<file path="config.mk">
export PLATFORM = sky130hd
export DESIGN_NAME = character_range_expander
export DESIGN_NICKNAME = d
export VERILOG_FILES = /design/src/hw/rtl/crx_pkg.sv /design/src/hw/rtl/crx_front.sv /design/src/hw/rtl/crx_queue.sv /design/src/hw/rtl/crx_back.sv /design/src/hw/rtl/character_range_expander.sv
export SDC_FILE = /design/constraint.sdc
export NUM_CORES = 1
export LEC_CHECK = 0
export BUFFER_PORTS_ARGS = -buffer_cell sky130_fd_sc_hd__buf_2
export CORE_MARGIN = 5
export CORE_UTILIZATION = 25
export DETAILED_ROUTE_END_ITERATION = 10
export GPL_ROUTABILITY_DRIVEN = 0
export HOLD_SLACK_MARGIN = 0.06
export SYNTH_ARGS = -nofsm -noshare
export SYNTH_HDL_FRONTEND = slang
export SYNTH_SLANG_ARGS = --single-unit
</file>
<file path="constraint.sdc">
create_clock -name clk -period 7 [get_ports clk]
set_input_delay 1.4 -clock clk [delete_from_list [all_inputs] [get_ports clk]]
set_output_delay 1.4 -clock clk [all_outputs]
set_load 0.05 [all_outputs]
</file>
<file path="src/hw/rtl/crx_pkg.sv">
// Shared types and constants for the character range expander.
package crx_pkg;

	localparam int QueueDepth = 4;
	localparam int QueuePtrW  = $clog2(QueueDepth);

	typedef struct packed {
		logic [7:0] in_char;
		logic       end_of_string;
	} in_t;

	typedef struct packed {
		logic [7:0] out_char;
		logic       out_valid_char;
		logic       string_done;
		logic       error;
		logic       last;
	} out_t;

	// One unit of work for the back end: either a run of characters from lo
	// to hi inclusive, or the closing result of a string.
	typedef struct packed {
		logic       is_close;
		logic       err;
		logic [7:0] lo;
		logic [7:0] hi;
	} cmd_t;

	typedef struct packed {
		logic full;
		logic empty;
	} q_status_t;

endpackage

</file>
<file path="src/hw/rtl/crx_front.sv">
// Front end: classifies each byte, tracks range state and issues commands.
module crx_front import crx_pkg::*; (
	input  logic      clk,
	input  logic      arst_n,
	input  in_t       item,
	input  logic      item_valid,
	output logic      item_stall,
	input  q_status_t q_status,
	output logic      push,
	output cmd_t      push_cmd
);

	localparam logic [1:0] CLS_NONE  = 2'd0;
	localparam logic [1:0] CLS_UPPER = 2'd1;
	localparam logic [1:0] CLS_LOWER = 2'd2;
	localparam logic [1:0] CLS_DIGIT = 2'd3;
	localparam logic [7:0] DASH_CHAR = 8'h2D;

	function automatic logic [1:0] char_class(input logic [7:0] c);
		logic [1:0] r;
		r = CLS_NONE;
		if (c >= 8'd65 && c <= 8'd90) r = CLS_UPPER;
		else if (c >= 8'd97 && c <= 8'd122) r = CLS_LOWER;
		else if (c >= 8'd48 && c <= 8'd57) r = CLS_DIGIT;
		return r;
	endfunction

	logic [7:0] prev_q;
	logic       have_q;
	logic       dash_q;
	logic       failed_q;

	logic [7:0] prev_d;
	logic       have_d;
	logic       dash_d;
	logic       failed_d;

	logic       accept;
	logic       gen;
	logic [1:0] cls;
	logic [1:0] prev_cls;

	assign item_stall = q_status.full;
	assign accept     = item_valid && !item_stall;
	assign cls        = char_class(item.in_char);
	assign prev_cls   = char_class(prev_q);
	assign push       = accept && gen;

	always_comb begin
		prev_d   = prev_q;
		have_d   = have_q;
		dash_d   = dash_q;
		failed_d = failed_q;
		gen      = 1'b0;
		push_cmd = '{is_close: 1'b1, err: 1'b1, lo: 8'd0, hi: 8'd0};
		if (item.end_of_string) begin
			// Every string end returns to the reset state; a failed string
			// already reported its close.
			prev_d   = 8'd0;
			have_d   = 1'b0;
			dash_d   = 1'b0;
			failed_d = 1'b0;
			gen      = !failed_q;
			push_cmd.err = dash_q;
		end else if (failed_q) begin
			gen = 1'b0;
		end else if (dash_q) begin
			if (cls == CLS_NONE || cls != prev_cls || item.in_char < prev_q) begin
				failed_d = 1'b1;
				dash_d   = 1'b0;
				gen      = 1'b1;
			end else begin
				// A range whose ends are equal produces nothing.
				gen      = item.in_char != prev_q;
				push_cmd = '{is_close: 1'b0, err: 1'b0,
					lo: prev_q + 8'd1, hi: item.in_char};
				prev_d   = item.in_char;
				dash_d   = 1'b0;
			end
		end else if (item.in_char == DASH_CHAR) begin
			if (!have_q) begin
				failed_d = 1'b1;
				gen      = 1'b1;
			end else begin
				dash_d = 1'b1;
			end
		end else if (cls == CLS_NONE) begin
			failed_d = 1'b1;
			gen      = 1'b1;
		end else begin
			gen      = 1'b1;
			push_cmd = '{is_close: 1'b0, err: 1'b0, lo: item.in_char, hi: item.in_char};
			prev_d   = item.in_char;
			have_d   = 1'b1;
		end
	end

	always_ff @(posedge clk or negedge arst_n) begin
		if (!arst_n) begin
			prev_q   <= 8'd0;
			have_q   <= 1'b0;
			dash_q   <= 1'b0;
			failed_q <= 1'b0;
		end else if (accept) begin
			prev_q   <= prev_d;
			have_q   <= have_d;
			dash_q   <= dash_d;
			failed_q <= failed_d;
		end
	end

endmodule

</file>
<file path="src/hw/rtl/crx_queue.sv">
// Small command queue between the front end and the back end.
module crx_queue import crx_pkg::*; (
	input  logic      clk,
	input  logic      arst_n,
	input  logic      push,
	input  cmd_t      push_cmd,
	input  logic      pop,
	output cmd_t      head,
	output q_status_t status
);

	cmd_t                 slots_q [QueueDepth];
	logic [QueuePtrW-1:0] wr_ptr_q;
	logic [QueuePtrW-1:0] rd_ptr_q;
	logic [QueuePtrW:0]   count_q;

	assign head         = slots_q[rd_ptr_q];
	assign status.full  = count_q == (QueuePtrW+1)'(QueueDepth);
	assign status.empty = count_q == '0;

	always_ff @(posedge clk) begin
		if (push) slots_q[wr_ptr_q] <= push_cmd;
	end

	always_ff @(posedge clk or negedge arst_n) begin
		if (!arst_n) begin
			wr_ptr_q <= '0;
			rd_ptr_q <= '0;
			count_q  <= '0;
		end else begin
			if (push) wr_ptr_q <= wr_ptr_q + 1'b1;
			if (pop) rd_ptr_q <= rd_ptr_q + 1'b1;
			if (push && !pop) count_q <= count_q + 1'b1;
			else if (pop && !push) count_q <= count_q - 1'b1;
		end
	end

endmodule

</file>
<file path="src/hw/rtl/crx_back.sv">
// Back end: walks each command's run and drives the registered result.
module crx_back import crx_pkg::*; (
	input  logic      clk,
	input  logic      arst_n,
	input  cmd_t      head,
	input  q_status_t q_status,
	output logic      pop,
	output out_t      result,
	output logic      result_valid,
	input  logic      result_stall
);

	logic [7:0] cur_q;
	logic       started_q;
	logic       out_vld_q;
	out_t       out_q;

	logic       advance;
	logic       emit;
	logic [7:0] value;
	logic       run_end;

	assign advance      = !out_vld_q || !result_stall;
	assign emit         = advance && !q_status.empty;
	assign value        = started_q ? cur_q : head.lo;
	assign run_end      = head.is_close || value == head.hi;
	assign pop          = emit && run_end;
	assign result       = out_q;
	assign result_valid = out_vld_q;

	always_ff @(posedge clk) begin
		if (emit) begin
			if (head.is_close) begin
				out_q <= '{out_char: 8'd0, out_valid_char: 1'b0, string_done: 1'b1,
					error: head.err, last: 1'b1};
			end else begin
				out_q <= '{out_char: value, out_valid_char: 1'b1, string_done: 1'b0,
					error: 1'b0, last: run_end};
			end
		end
	end

	always_ff @(posedge clk or negedge arst_n) begin
		if (!arst_n) begin
			cur_q     <= 8'd0;
			started_q <= 1'b0;
			out_vld_q <= 1'b0;
		end else begin
			if (advance) out_vld_q <= emit;
			if (emit) begin
				if (run_end) begin
					started_q <= 1'b0;
				end else begin
					started_q <= 1'b1;
					cur_q     <= value + 8'd1;
				end
			end
		end
	end

endmodule

</file>
<file path="src/hw/rtl/character_range_expander.sv">
// Top level of the character range expander.
// Bytes of a string enter one per transfer and letters and digits come out
// as they are, while a dash between two characters of the same class
// expands into the run between them. The front end takes one byte a cycle
// until its four-entry command queue is full; the back end delivers one
// result a cycle through its output register while result_stall is low,
// and a range of n characters gives n results of the back end.
// Every string end gives one closing result unless an error already closed
// it; after an error the rest of the string is dropped.
module character_range_expander import crx_pkg::*; (
	input  logic clk,
	input  logic arst_n,
	input  in_t  item,
	input  logic item_valid,
	output logic item_stall,
	output out_t result,
	output logic result_valid,
	input  logic result_stall
);

	logic      push;
	cmd_t      push_cmd;
	logic      pop;
	cmd_t      head;
	q_status_t q_status;

	crx_front u_front (
		.clk        (clk),
		.arst_n     (arst_n),
		.item       (item),
		.item_valid (item_valid),
		.item_stall (item_stall),
		.q_status   (q_status),
		.push       (push),
		.push_cmd   (push_cmd)
	);

	crx_queue u_queue (
		.clk      (clk),
		.arst_n   (arst_n),
		.push     (push),
		.push_cmd (push_cmd),
		.pop      (pop),
		.head     (head),
		.status   (q_status)
	);

	crx_back u_back (
		.clk          (clk),
		.arst_n       (arst_n),
		.head         (head),
		.q_status     (q_status),
		.pop          (pop),
		.result       (result),
		.result_valid (result_valid),
		.result_stall (result_stall)
	);

endmodule

</file>
Word-level counts from Yosys, hierarchy flattened
Memories as Yosys holds them, arrays and structs flattened.
Index checks and enable logic that the tools add are counted.

storage, ports and cells
  register bits = 40
  RAM bits = 72
  output and inout bits = 14
  memories = 1

memory list
  name             depth  bits a word  read ports  clocked after memory_dff  wr ports  line             source
  u_queue.slots_q  4      18           1           0                         1         crx_queue.sv:12  cmd_t slots_q [QueueDepth];

cells by class
  add/subtract/negate cells = 6
  $lt $le $gt $ge = 13
  equality and inequality tests = 12
  muxes and demuxes = 49
  bitwise logic cells = 1
  reduce and logical (&&, ||, !) cells = 30

operator list
  kind                   number
  $mux W18               5
  $mux W8                7
  $ge A8 B7 Y1 const B   4
  $le A8 B7 Y1 const B   4
  $mux W1                27
  $add A8 B1 Y8 const B  2
  $ge A8 B6 Y1 const B   2
  $le A8 B6 Y1 const B   2
  $mux W16               1
  $logic_and A1 B1 Y1    12
  $mux W2                6
  $reduce_and A5 Y1      2
  $eq A8 B6 Y1 const B   1
  $eq A8 B8 Y1           1
  $lt A8 B8 Y1           1
  $ne A2 B2 Y1 const B   4
  $ne A8 B8 Y1           1
  $logic_not A1 Y1       7
  $mux W3                2
  $ne A3 B2 Y1 const B   2
  $add A2 B1 Y2 const B  2
  $logic_or A1 B1 Y1     4
  $mux W4                1
  $reduce_and A2 Y1      2
  other kinds (9)        9

Longest topological paths before layout
Gate-level depths: netlist of the first run.

  depth after elaboration = 17
  depth in mapped cells = 15
  mapped depth without buffers = 14

Modules after synthesis
A second synthesis of the first run with hierarchy kept.

second synthesis, totals
  cells, all modules = 376
  area total of the unflattened synthesis = 5,373.9 um2

modules (own cells, without submodules)
  module     times used  cells an instance  area each (um2)
  crx_queue  1           128                2,992.9
  crx_front  1           155                1,231.2
  crx_back   1           93                 1,149.9

Least setup slack after synthesis of the first run
No wires, ideal clock.

  path kind = in2reg
  from = input item[6] (netlist bit)
  to = register u_queue.count_q[2]
  library setup time = 0.079 ns
  arrival = 3.781 ns
  data required time = 6.921 ns
  setup slack = 3.140 ns
  stages = 12
  buffers on the path = 0
  path through = ha_1 -> a21o_1 -> a21o_1 -> a211oi_1 -> nor3_1 -> a21oi_4 -> ha_1 -> inv_1 -> fa_1 -> xor2_1 -> nor2_1 -> xor2_1

on the way
  cells in the longest elaborated chain, start to end = 16
  elaborated cells between the ends (all ways) = 30
  those cells by class = 7 x order compare; 3 x eq/ne; 9 x mux; 11 x reduce/logical

RTL lines
  element                                                  line                            source
  start: declaration                                       character_range_expander.sv:13  input in_t item,
  $ge A8 B6 Y1 / $le A8 B6 Y1 (equally long branches)      crx_front.sv:24                 else if (c >= 8'd48 && c <= 8'd57) r = CLS_DIGIT;
  $logic_and A1 B1 Y1                                      crx_front.sv:24
  $mux W2                                                  crx_front.sv:24
  $mux W2                                                  crx_front.sv:23                 else if (c >= 8'd97 && c <= 8'd122) r = CLS_LOWER;
  $mux W2                                                  crx_front.sv:22                 if (c >= 8'd65 && c <= 8'd90) r = CLS_UPPER;
  $ne A2 B2 Y1 / $logic_not A2 Y1 (equally long branches)  crx_front.sv:68                 if (cls == CLS_NONE || cls != prev_cls || item.in_char < prev_q) begin
  $logic_or A1 B1 Y1 (2 in series)                         crx_front.sv:68
  $mux W1                                                  crx_front.sv:68
  $mux W1 (*)                                              crx_front.sv:67                 end else if (dash_q) begin
  $mux W1 (*)                                              crx_front.sv:65                 end else if (failed_q) begin
  $mux W1 (*)                                              crx_front.sv:56                 if (item.end_of_string) begin
  $logic_and A1 B1 Y1 (*)                                  crx_front.sv:47                 assign push = accept && gen;
  named net push                                           character_range_expander.sv:21  logic push;
  $logic_not A1 Y1                                         crx_queue.sv:34                 else if (pop && !push) count_q <= count_q - 1'b1;
  $logic_and A1 B1 Y1                                      crx_queue.sv:34
  $reduce_bool A2 Y1 (no line)                             n/a
  end signal: assignment                                   crx_queue.sv:33                 if (push && !pop) count_q <= count_q + 1'b1;
  end signal: assignment                                   crx_queue.sv:34
  end: declaration                                         crx_queue.sv:15                 logic [QueuePtrW:0] count_q;

Mark *: on every way through the listed nets, which the timed path passes. The rest lies on a longest branch.
A chain may end at the register's enable or synchronous reset.

Final worst setup path of the first run
  from = register u_queue.rd_ptr_q[0]
  to = register u_queue.count_q[1]

on the way
  cells in the longest elaborated chain, start to end = 8
  elaborated cells between the ends (all ways) = 10
  those cells by class = 1 x eq/ne; 2 x mux; 6 x reduce/logical; 1 x memory

RTL lines
  element                                               line             source
  start: declaration                                    crx_queue.sv:14  logic [QueuePtrW-1:0] rd_ptr_q;
  start signal: assignment                              crx_queue.sv:32  if (pop) rd_ptr_q <= rd_ptr_q + 1'b1;
  $mem_v2 Z4 W18 (*)                                    n/a
  $mux W8                                               crx_back.sv:25   assign value = started_q ? cur_q : head.lo;
  $eq A8 B8 Y1                                          crx_back.sv:26   assign run_end = head.is_close || value == head.hi;
  $logic_or A1 B1 Y1 (*)                                crx_back.sv:26
  $logic_and A1 B1 Y1 (*)                               crx_back.sv:27   assign pop = emit && run_end;
  $logic_not A1 Y1                                      crx_queue.sv:33
  $logic_and A1 B1 Y1                                   crx_queue.sv:33
  $mux W3 / $reduce_bool A2 Y1 (equally long branches)  n/a

Every way passes the cells marked *; elsewhere a longest branch is shown, timed or not.

==> run metrics, run 1 <==
outcome=finished, final reports clean; # hold bufs at CTS=0; Total Neg Setup Slack=0 ps; PostCTS Resize Cnt=0; core area=20,800 um2; Worst Setup End Kind=flip-flop; number of global-route vias before repair=3,070; Die Ht=between 150 and 200 um; final setup fails=0; Layout Cells excl Fill=~660; Slew HR=0.274; Placed Area=between 5000 and 6000 um2; Post-Syn Area=about 5200 um2; share of layout cells above drive strength 1=0.223; largest net degree at the start of global routing=29; R2R Setup Slk=2880 ps; final-stage net count=412; busiest grt layer=met2; synthesized flop and latch total=112; num ports=27; Initial Util=0.251; total number of vias=roughly 3,000; CP startpoint kind=flip-flop; leak pwr=roughly 2.2 nW; Post-synth EDFFs=84; Distinct cells, synth=55; CP Data Required Time=between 7000 and 8000 ps; Hold Crit Start=u_queue.count_q[2]; TritonRoute pass-1 iters=4; CTS Buffer Depth=2; Synth async-reset ratio=0.250; TritonCTS Buffers=9; postcts setup bufs=0; post-route ant nets=0; Skew-Pair Late Insertion Delay=around 350 ps; Max Freq=roughly 0.24 GHz; M2 GR Usage=0.135; # clock sinks=between 100 and 150; Die ar.=approximately 24,000 um2; clk slew on worst S/H paths=70 ps; Fin Clk Skew=8.26 ps; mean post-synth cell area=15.2 um2; Die X=155 um; origin of the critical flop-to-flop path=u_queue.rd_ptr_q[0]; CP Max Fanout=15; CTS tree=yes; final instance area=6030 um2; Hold Vio Cnt, Final=0; RR Endpoint=u_queue.count_q[1]; cells on worst reg2reg path=11; Seq/Total Area, Yosys=0.616; final WL=between 9000 and 10,000 um; area growth from synthesis to layout=15.3%; Synth Warn #=0; DRC Markers=0; final period utilization=0.589; P per Cell Area=408 nW/um2; Most used DFF post-synth=edfxtp_1; crit path from=u_queue.rd_ptr_q[0]; Setup crit end=u_queue.count_q[1]; Cells after Synth=around 340; initial antenna violation count=0; Inserted Diodes=0; number of core rows=53; RSZ-0062 raised after global routing=no; Worst-Margin Slew=~1100 ps; routed vias/inst=between 4 and 5; Tightest Hold Check Type=reg -> reg; met1 Usage GRT=0.119; clock root buffer=clkbuf_16; HPWL Detailed=~7100 um; first-pass GRT wire length=roughly 16,000 um; WP data arrival=~4400 ps; clock period minus worst slack=4120 ps; H-Tree Depth=3; Max Slew Vio Count=0; gr ovfl total=0; drt wl/cell=between 10 and 15 um; max_cap viols=0; gr usage total=0.0863; first-iteration detailed-routing DRC count=~120; peak supply drop=slightly below 0.0002 V; CP Class=reg -> reg; final core utilization=0.290; Port Buffers=26; GRT met3 Usage=0.0238; dpl cells=roughly 650
worst max-delay path, cell delays in order, from the launching register on:
cell,delay [ps]
dfrtp_1,920
buf_4,320
mux4_2,560
mux2i_1,430
xor2_1,200
nand4_1,190
o21ai_2,230
nand2_1,160
ha_1,250
inv_1,80
fa_1,400
mux2_2,270
cell usage in the layout, fill, tap and decap left out, types with 7 or more instances in the layout:
master | Yosys | routed
nand2_1 | 12 | 12
a211oi_1 | 9 | 9
conb_1 | 1 | 8
buf_2 | 5 | 26
edfxtp_1 | 84 | 84
nor3_1 | 7 | 7
mux2_4 | 8 | 8
xor2_1 | 12 | 12
nor2_1 | 25 | 25
mux4_2 | 18 | 18
dfrtp_1 | 28 | 28
a32o_1 | 7 | 7
xnor2_1 | 13 | 13
inv_1 | 17 | 17
clkbuf_16 | 0 | 9
ha_1 | 17 | 17
where the power goes:
part | internal, mW | total [mW] | switching, mW
Sequential | 0.889 | 0.980 | 0.0911
Clock | 0.320 | 0.558 | 0.238
Combinational | 0.386 | 0.925 | 0.539
Total | 1.60 | 2.46 | 0.868
through the flow:
step / setup WS (ps) / power, mW / hold slack [ps]
3_3_place_gp: 2760 / 1.91 / 476
3_5_place_dp: 2620 / 1.94 / 482
5_1_grt: 2500 / 2.62 / 511
2_1_floorplan: 3140 / 1.73 / 456
4_1_cts: 2780 / 2.50 / 494
6_report: 2880 / 2.46 / 489
cell type report:
class,count,area [um2]
Timing Repair Buffer,29,153
Multi-Input combinational cell,209,1910
Inverter,20,76.3
Clock inverter,6,98.8
Sequential cell,112,3220
Clock buffer,10,229
Tap cell,275,344
Fill cell,2095,14800
synthesized netlist by cell type, types with 2 or more instances:
cell type	n	area (um2)
clkbuf_1	4	15.0
mux2_4	8	120
nor3b_1	2	15.0
o21ai_1	2	10.0
nor3_1	7	35.0
o22ai_1	2	12.5
a21oi_1	6	30.0
and2_1	5	31.3
edfxtp_1	84	2520
a22oi_1	2	15.0
nand4_1	3	18.8
nor4_1	4	25.0
nand2_1	12	45.0
inv_1	17	63.8
dfrtp_1	28	701
and3_1	6	37.5
xor2_1	12	105
mux4_2	18	405
xnor2_1	13	114
a21o_1	3	22.5
o21ai_0	3	15.0
ha_1	17	213
buf_2	5	25.0
nand4b_1	2	17.5
inv_2	2	7.51
a211oi_1	9	67.6
mux2i_2	5	68.8
mux2i_1	3	30.0
a32o_1	7	70.1
nor2_1	25	93.8
nand3_1	4	20.0
layer usage:
metal  part of all wire  routed length (um)
met1               0.48                4710
met4             0.0095                  93
met2               0.46                4490
met5                  0                   0
met3              0.052                 511
registers in the layout, summed over array words and instances, names as in the netlist:
name	flops
u_back.cur_q	8
u_back.result	12
u_back.result_valid	1
u_back.started_q	1
u_front.dash_q	1
u_front.failed_q	1
u_front.have_q	1
u_front.prev_q	8
u_queue.count_q	3
u_queue.rd_ptr_q	2
u_queue.slots_q	72
u_queue.wr_ptr_q	2
how the worst min path moves through the flow:
stage | slack, ps | cells after the start | endpoint
floorplan | 460 | 1 | u_queue.count_q[2]
global placement | 480 | 1 | u_queue.count_q[2]
detailed placement | 480 | 1 | u_queue.count_q[2]
CTS | 490 | 1 | u_queue.count_q[2]
global route | 510 | 1 | u_queue.count_q[2]
finish | 490 | 1 | u_queue.count_q[2]
logic make-up (layout without fill, tap and decap cells):
logic type,after synthesis,after routing,synth area share
flip-flops,112,112,0.616
AND/OR/NAND/NOR,78,78,0.0786
AO/OA/AOI/OAI,43,43,0.0664
multiplexers,37,37,0.128
buffers and inverters,30,65,0.0244
XOR/XNOR,25,25,0.0418
adder cells (fa/ha/maj),18,18,0.0445
other,1,8,0.000716
No activity file was read; power rests on OpenSTA's default activity.
==> run 2: changes to the inputs <==
==> constraint.sdc (replaced) <==
create_clock -name clk -period 3.44 [get_ports clk]
set_input_delay 0.688 -clock clk [delete_from_list [all_inputs] [get_ports clk]]
set_output_delay 0.688 -clock clk [all_outputs]
set_load 0.05 [all_outputs]
==> run 2 against run 1 <==
  * Final cell count rose by 4.5%
  * Via count rose by 3.9%
  * Maximum frequency rose by 27%
  * Clock-buffer cell count did not move
  * Setup slack got worse by 2700 ps
  * Flip-flop and latch count did not move
  * Critical path type unchanged
  * Non-clock buffer count rose by 30
==> run metrics, run 2 (same netlist as run 1, synthesis figures left out) <==
CP Max Fanout=6 (was 15); peak supply drop=0.000276 V (was 0.000193 V); Worst Setup End Kind=flip-flop (unchanged); share of layout cells above drive strength 1=0.281 (was 0.223); number of core rows=53 (unchanged); num ports=27 (unchanged); Power Total=5.10 mW (was 2.46 mW); max incr delay on CP=480 ps (was 920 ps); crit path from=u_front.prev_q[0] (was u_queue.rd_ptr_q[0]); core area=20,800 um2 (unchanged); Inserted Diodes=0 (unchanged); area growth from synthesis to layout=20.3% (was 15.3%); Port Buffers=26 (unchanged); max_cap viols=0 (unchanged); HPWL Detailed=7250 um (was 7100 um); TritonCTS Buffers=9 (unchanged); final period utilization=0.940 (was 0.589); number of global-route vias before repair=3,120 (was 3,070); post-route ant nets=0 (unchanged); cell breakdown of the critical path=ha_1, or4b_1, o22ai_2, nor4_1, a221oi_2, nor3_1, a21oi_4, ha_1, inv_1, fa_1, xor2_1, nor2_1, xor2_1 (was buf_4, mux4_2, mux2i_1, xor2_1, nand4_1, o21ai_2, nand2_1, ha_1, inv_1, fa_1, mux2_2); most common cell after layout, fill and taps aside=edfxtp_1 (unchanged); H-Tree Depth=3 (unchanged); Worst-Margin Slew=764 ps (was 1070 ps); initial antenna violation count=0 (unchanged); largest net degree at the start of global routing=29 (unchanged); clk slew on worst S/H paths=80 ps (was 70 ps); gr ovfl total=0 (unchanged); final WL=10,300 um (was 9810 um); leak pwr=2.34 nW (was 2.18 nW); gr usage total=0.0877 (was 0.0863); Fin Clk Skew=7.79 ps (was 8.26 ps); TritonRoute pass-1 iters=4 (unchanged); drt wl/cell=14.9 um (was 14.8 um); origin of the critical flop-to-flop path=u_front.prev_q[0] (was u_queue.rd_ptr_q[0]); total number of vias=3,027 (was 2,914); Max Freq=0.309 GHz (was 0.243 GHz); Slew HR=0.490 (was 0.274); final worst slack=206 ps (was 2880 ps); first-pass GRT wire length=16,600 um (was 16,300 um); Reg with most FFs=u_queue.slots_q (unchanged); first-iteration detailed-routing DRC count=164 (was 118); routed vias/inst=4.38 (was 4.41); crit path max-delay cell type=or4b_1 (was dfrtp_1); WP data arrival=3500 ps (was 4360 ps); Die X=155 um (unchanged); CP Class=reg -> reg (unchanged); final-stage net count=442 (was 412); Die Ht=155 um (unchanged); CTS tree=yes (unchanged); Hold Vio Cnt, Final=0 (unchanged); outcome=finished, final reports clean (unchanged); CP Data Required Time=3710 ps (was 7230 ps); clock period minus worst slack=3230 ps (was 4120 ps); most frequent cells in the layout=edfxtp_1 (84), dfrtp_1 (28), buf_4 (27) (was edfxtp_1 (84), dfrtp_1 (28), buf_2 (26)); RSZ-0062 raised after global routing=no (unchanged); Total Neg Setup Slack=0 ps (unchanged); Skew-Pair Late Insertion Delay=350 ps (about the same); Initial Util=0.251 (unchanged); Tightest Hold Check Type=in -> async (was reg -> reg); Die ar.=23,900 um2 (unchanged); P per Cell Area=810 nW/um2 (was 408 nW/um2); clock root buffer=clkbuf_16 (unchanged); CP startpoint kind=flip-flop (unchanged); dpl ws=97.8 ps (was 2620 ps); number of flip-flops in the largest register=72 (unchanged); # clock sinks=112 (unchanged); Hold WS=408 ps (was 489 ps); Max Slew Vio Count=0 (unchanged); CTS Buffer Depth=2 (unchanged); final core utilization=0.303 (was 0.290); final setup fails=0 (unchanged); # hold bufs at CTS=0 (unchanged); DRC Markers=0 (unchanged)
run 2: cell count changes in the layout (fill, tap and decap cells not counted), sizes merged:
| cell | before | now |
|---|---|---|
| clkinvlp | 1 | 0 |
| bufinv | 2 | 0 |
| buf | 29 | 59 |
| clkinv | 1 | 3 |
| inv | 22 | 23 |
run 2: layer usage:
layer / vias up / routed length, um / GRT usage
met5: - / 0 / 0
met4: 0 / 71 / 0.0210
met3: 8 / 358 / 0.0221
met2: 53 / 4840 / 0.137
met1: 1524 / 5020 / 0.123
li1: 1442 / - / -
run 2: layout make-up:
cell class | count | area (um2)
clock inverters | 6 | 57.6
inverters | 20 | 76.3
repair buffers | 59 | 453
flip-flops and latches | 112 | 3220
fillers | 2118 | 14500
multi-input cells | 209 | 1920
well taps | 275 | 344
clock buffers | 10 | 229
run 2: worst paths after layout:
kind / endpoint / slack (ps) / cells after the start
setup / recovery: u_queue.count_q[2] / 210 / 13
max in group asynchronous: u_front.dash_q / 2540 / 1
hold reg to reg: u_front.have_q / 490 / 1
setup reg to reg: u_queue.count_q[2] / 210 / 13
hold / removal: u_back.cur_q[7] / 410 / 1
min in group clk: u_front.have_q / 490 / 1
run 2: worst max-delay path: cells and delay by family, from the launching register on:
family | cells | cell delay, ps
adder cells (fa/ha/maj) | 3 | 810
XOR/XNOR | 2 | 330
AND/OR/NAND/NOR | 4 | 840
flip-flops | 1 | 460
buffers and inverters | 1 | 60
AO/OA/AOI/OAI | 3 | 670
run 2: metrics by stage:
stage	instances	area, um2
detailed placement	673	5990
floorplan	351	5260
global route	691	6300
global placement	673	5990
finish	691	6300
CTS	689	6280
run 2: timing repair:
action / CTS / global route
setup endpoints to repair: 0 / 1
resized for setup: 0 / 1
setup buffers: 0 / 2
run 2: where the power goes:
part	internal (mW)	switching (mW)	leakage, nW
logic	0.965	1.19	1.06
clock network	0.510	0.489	0.141
registers	1.81	0.144	1.14
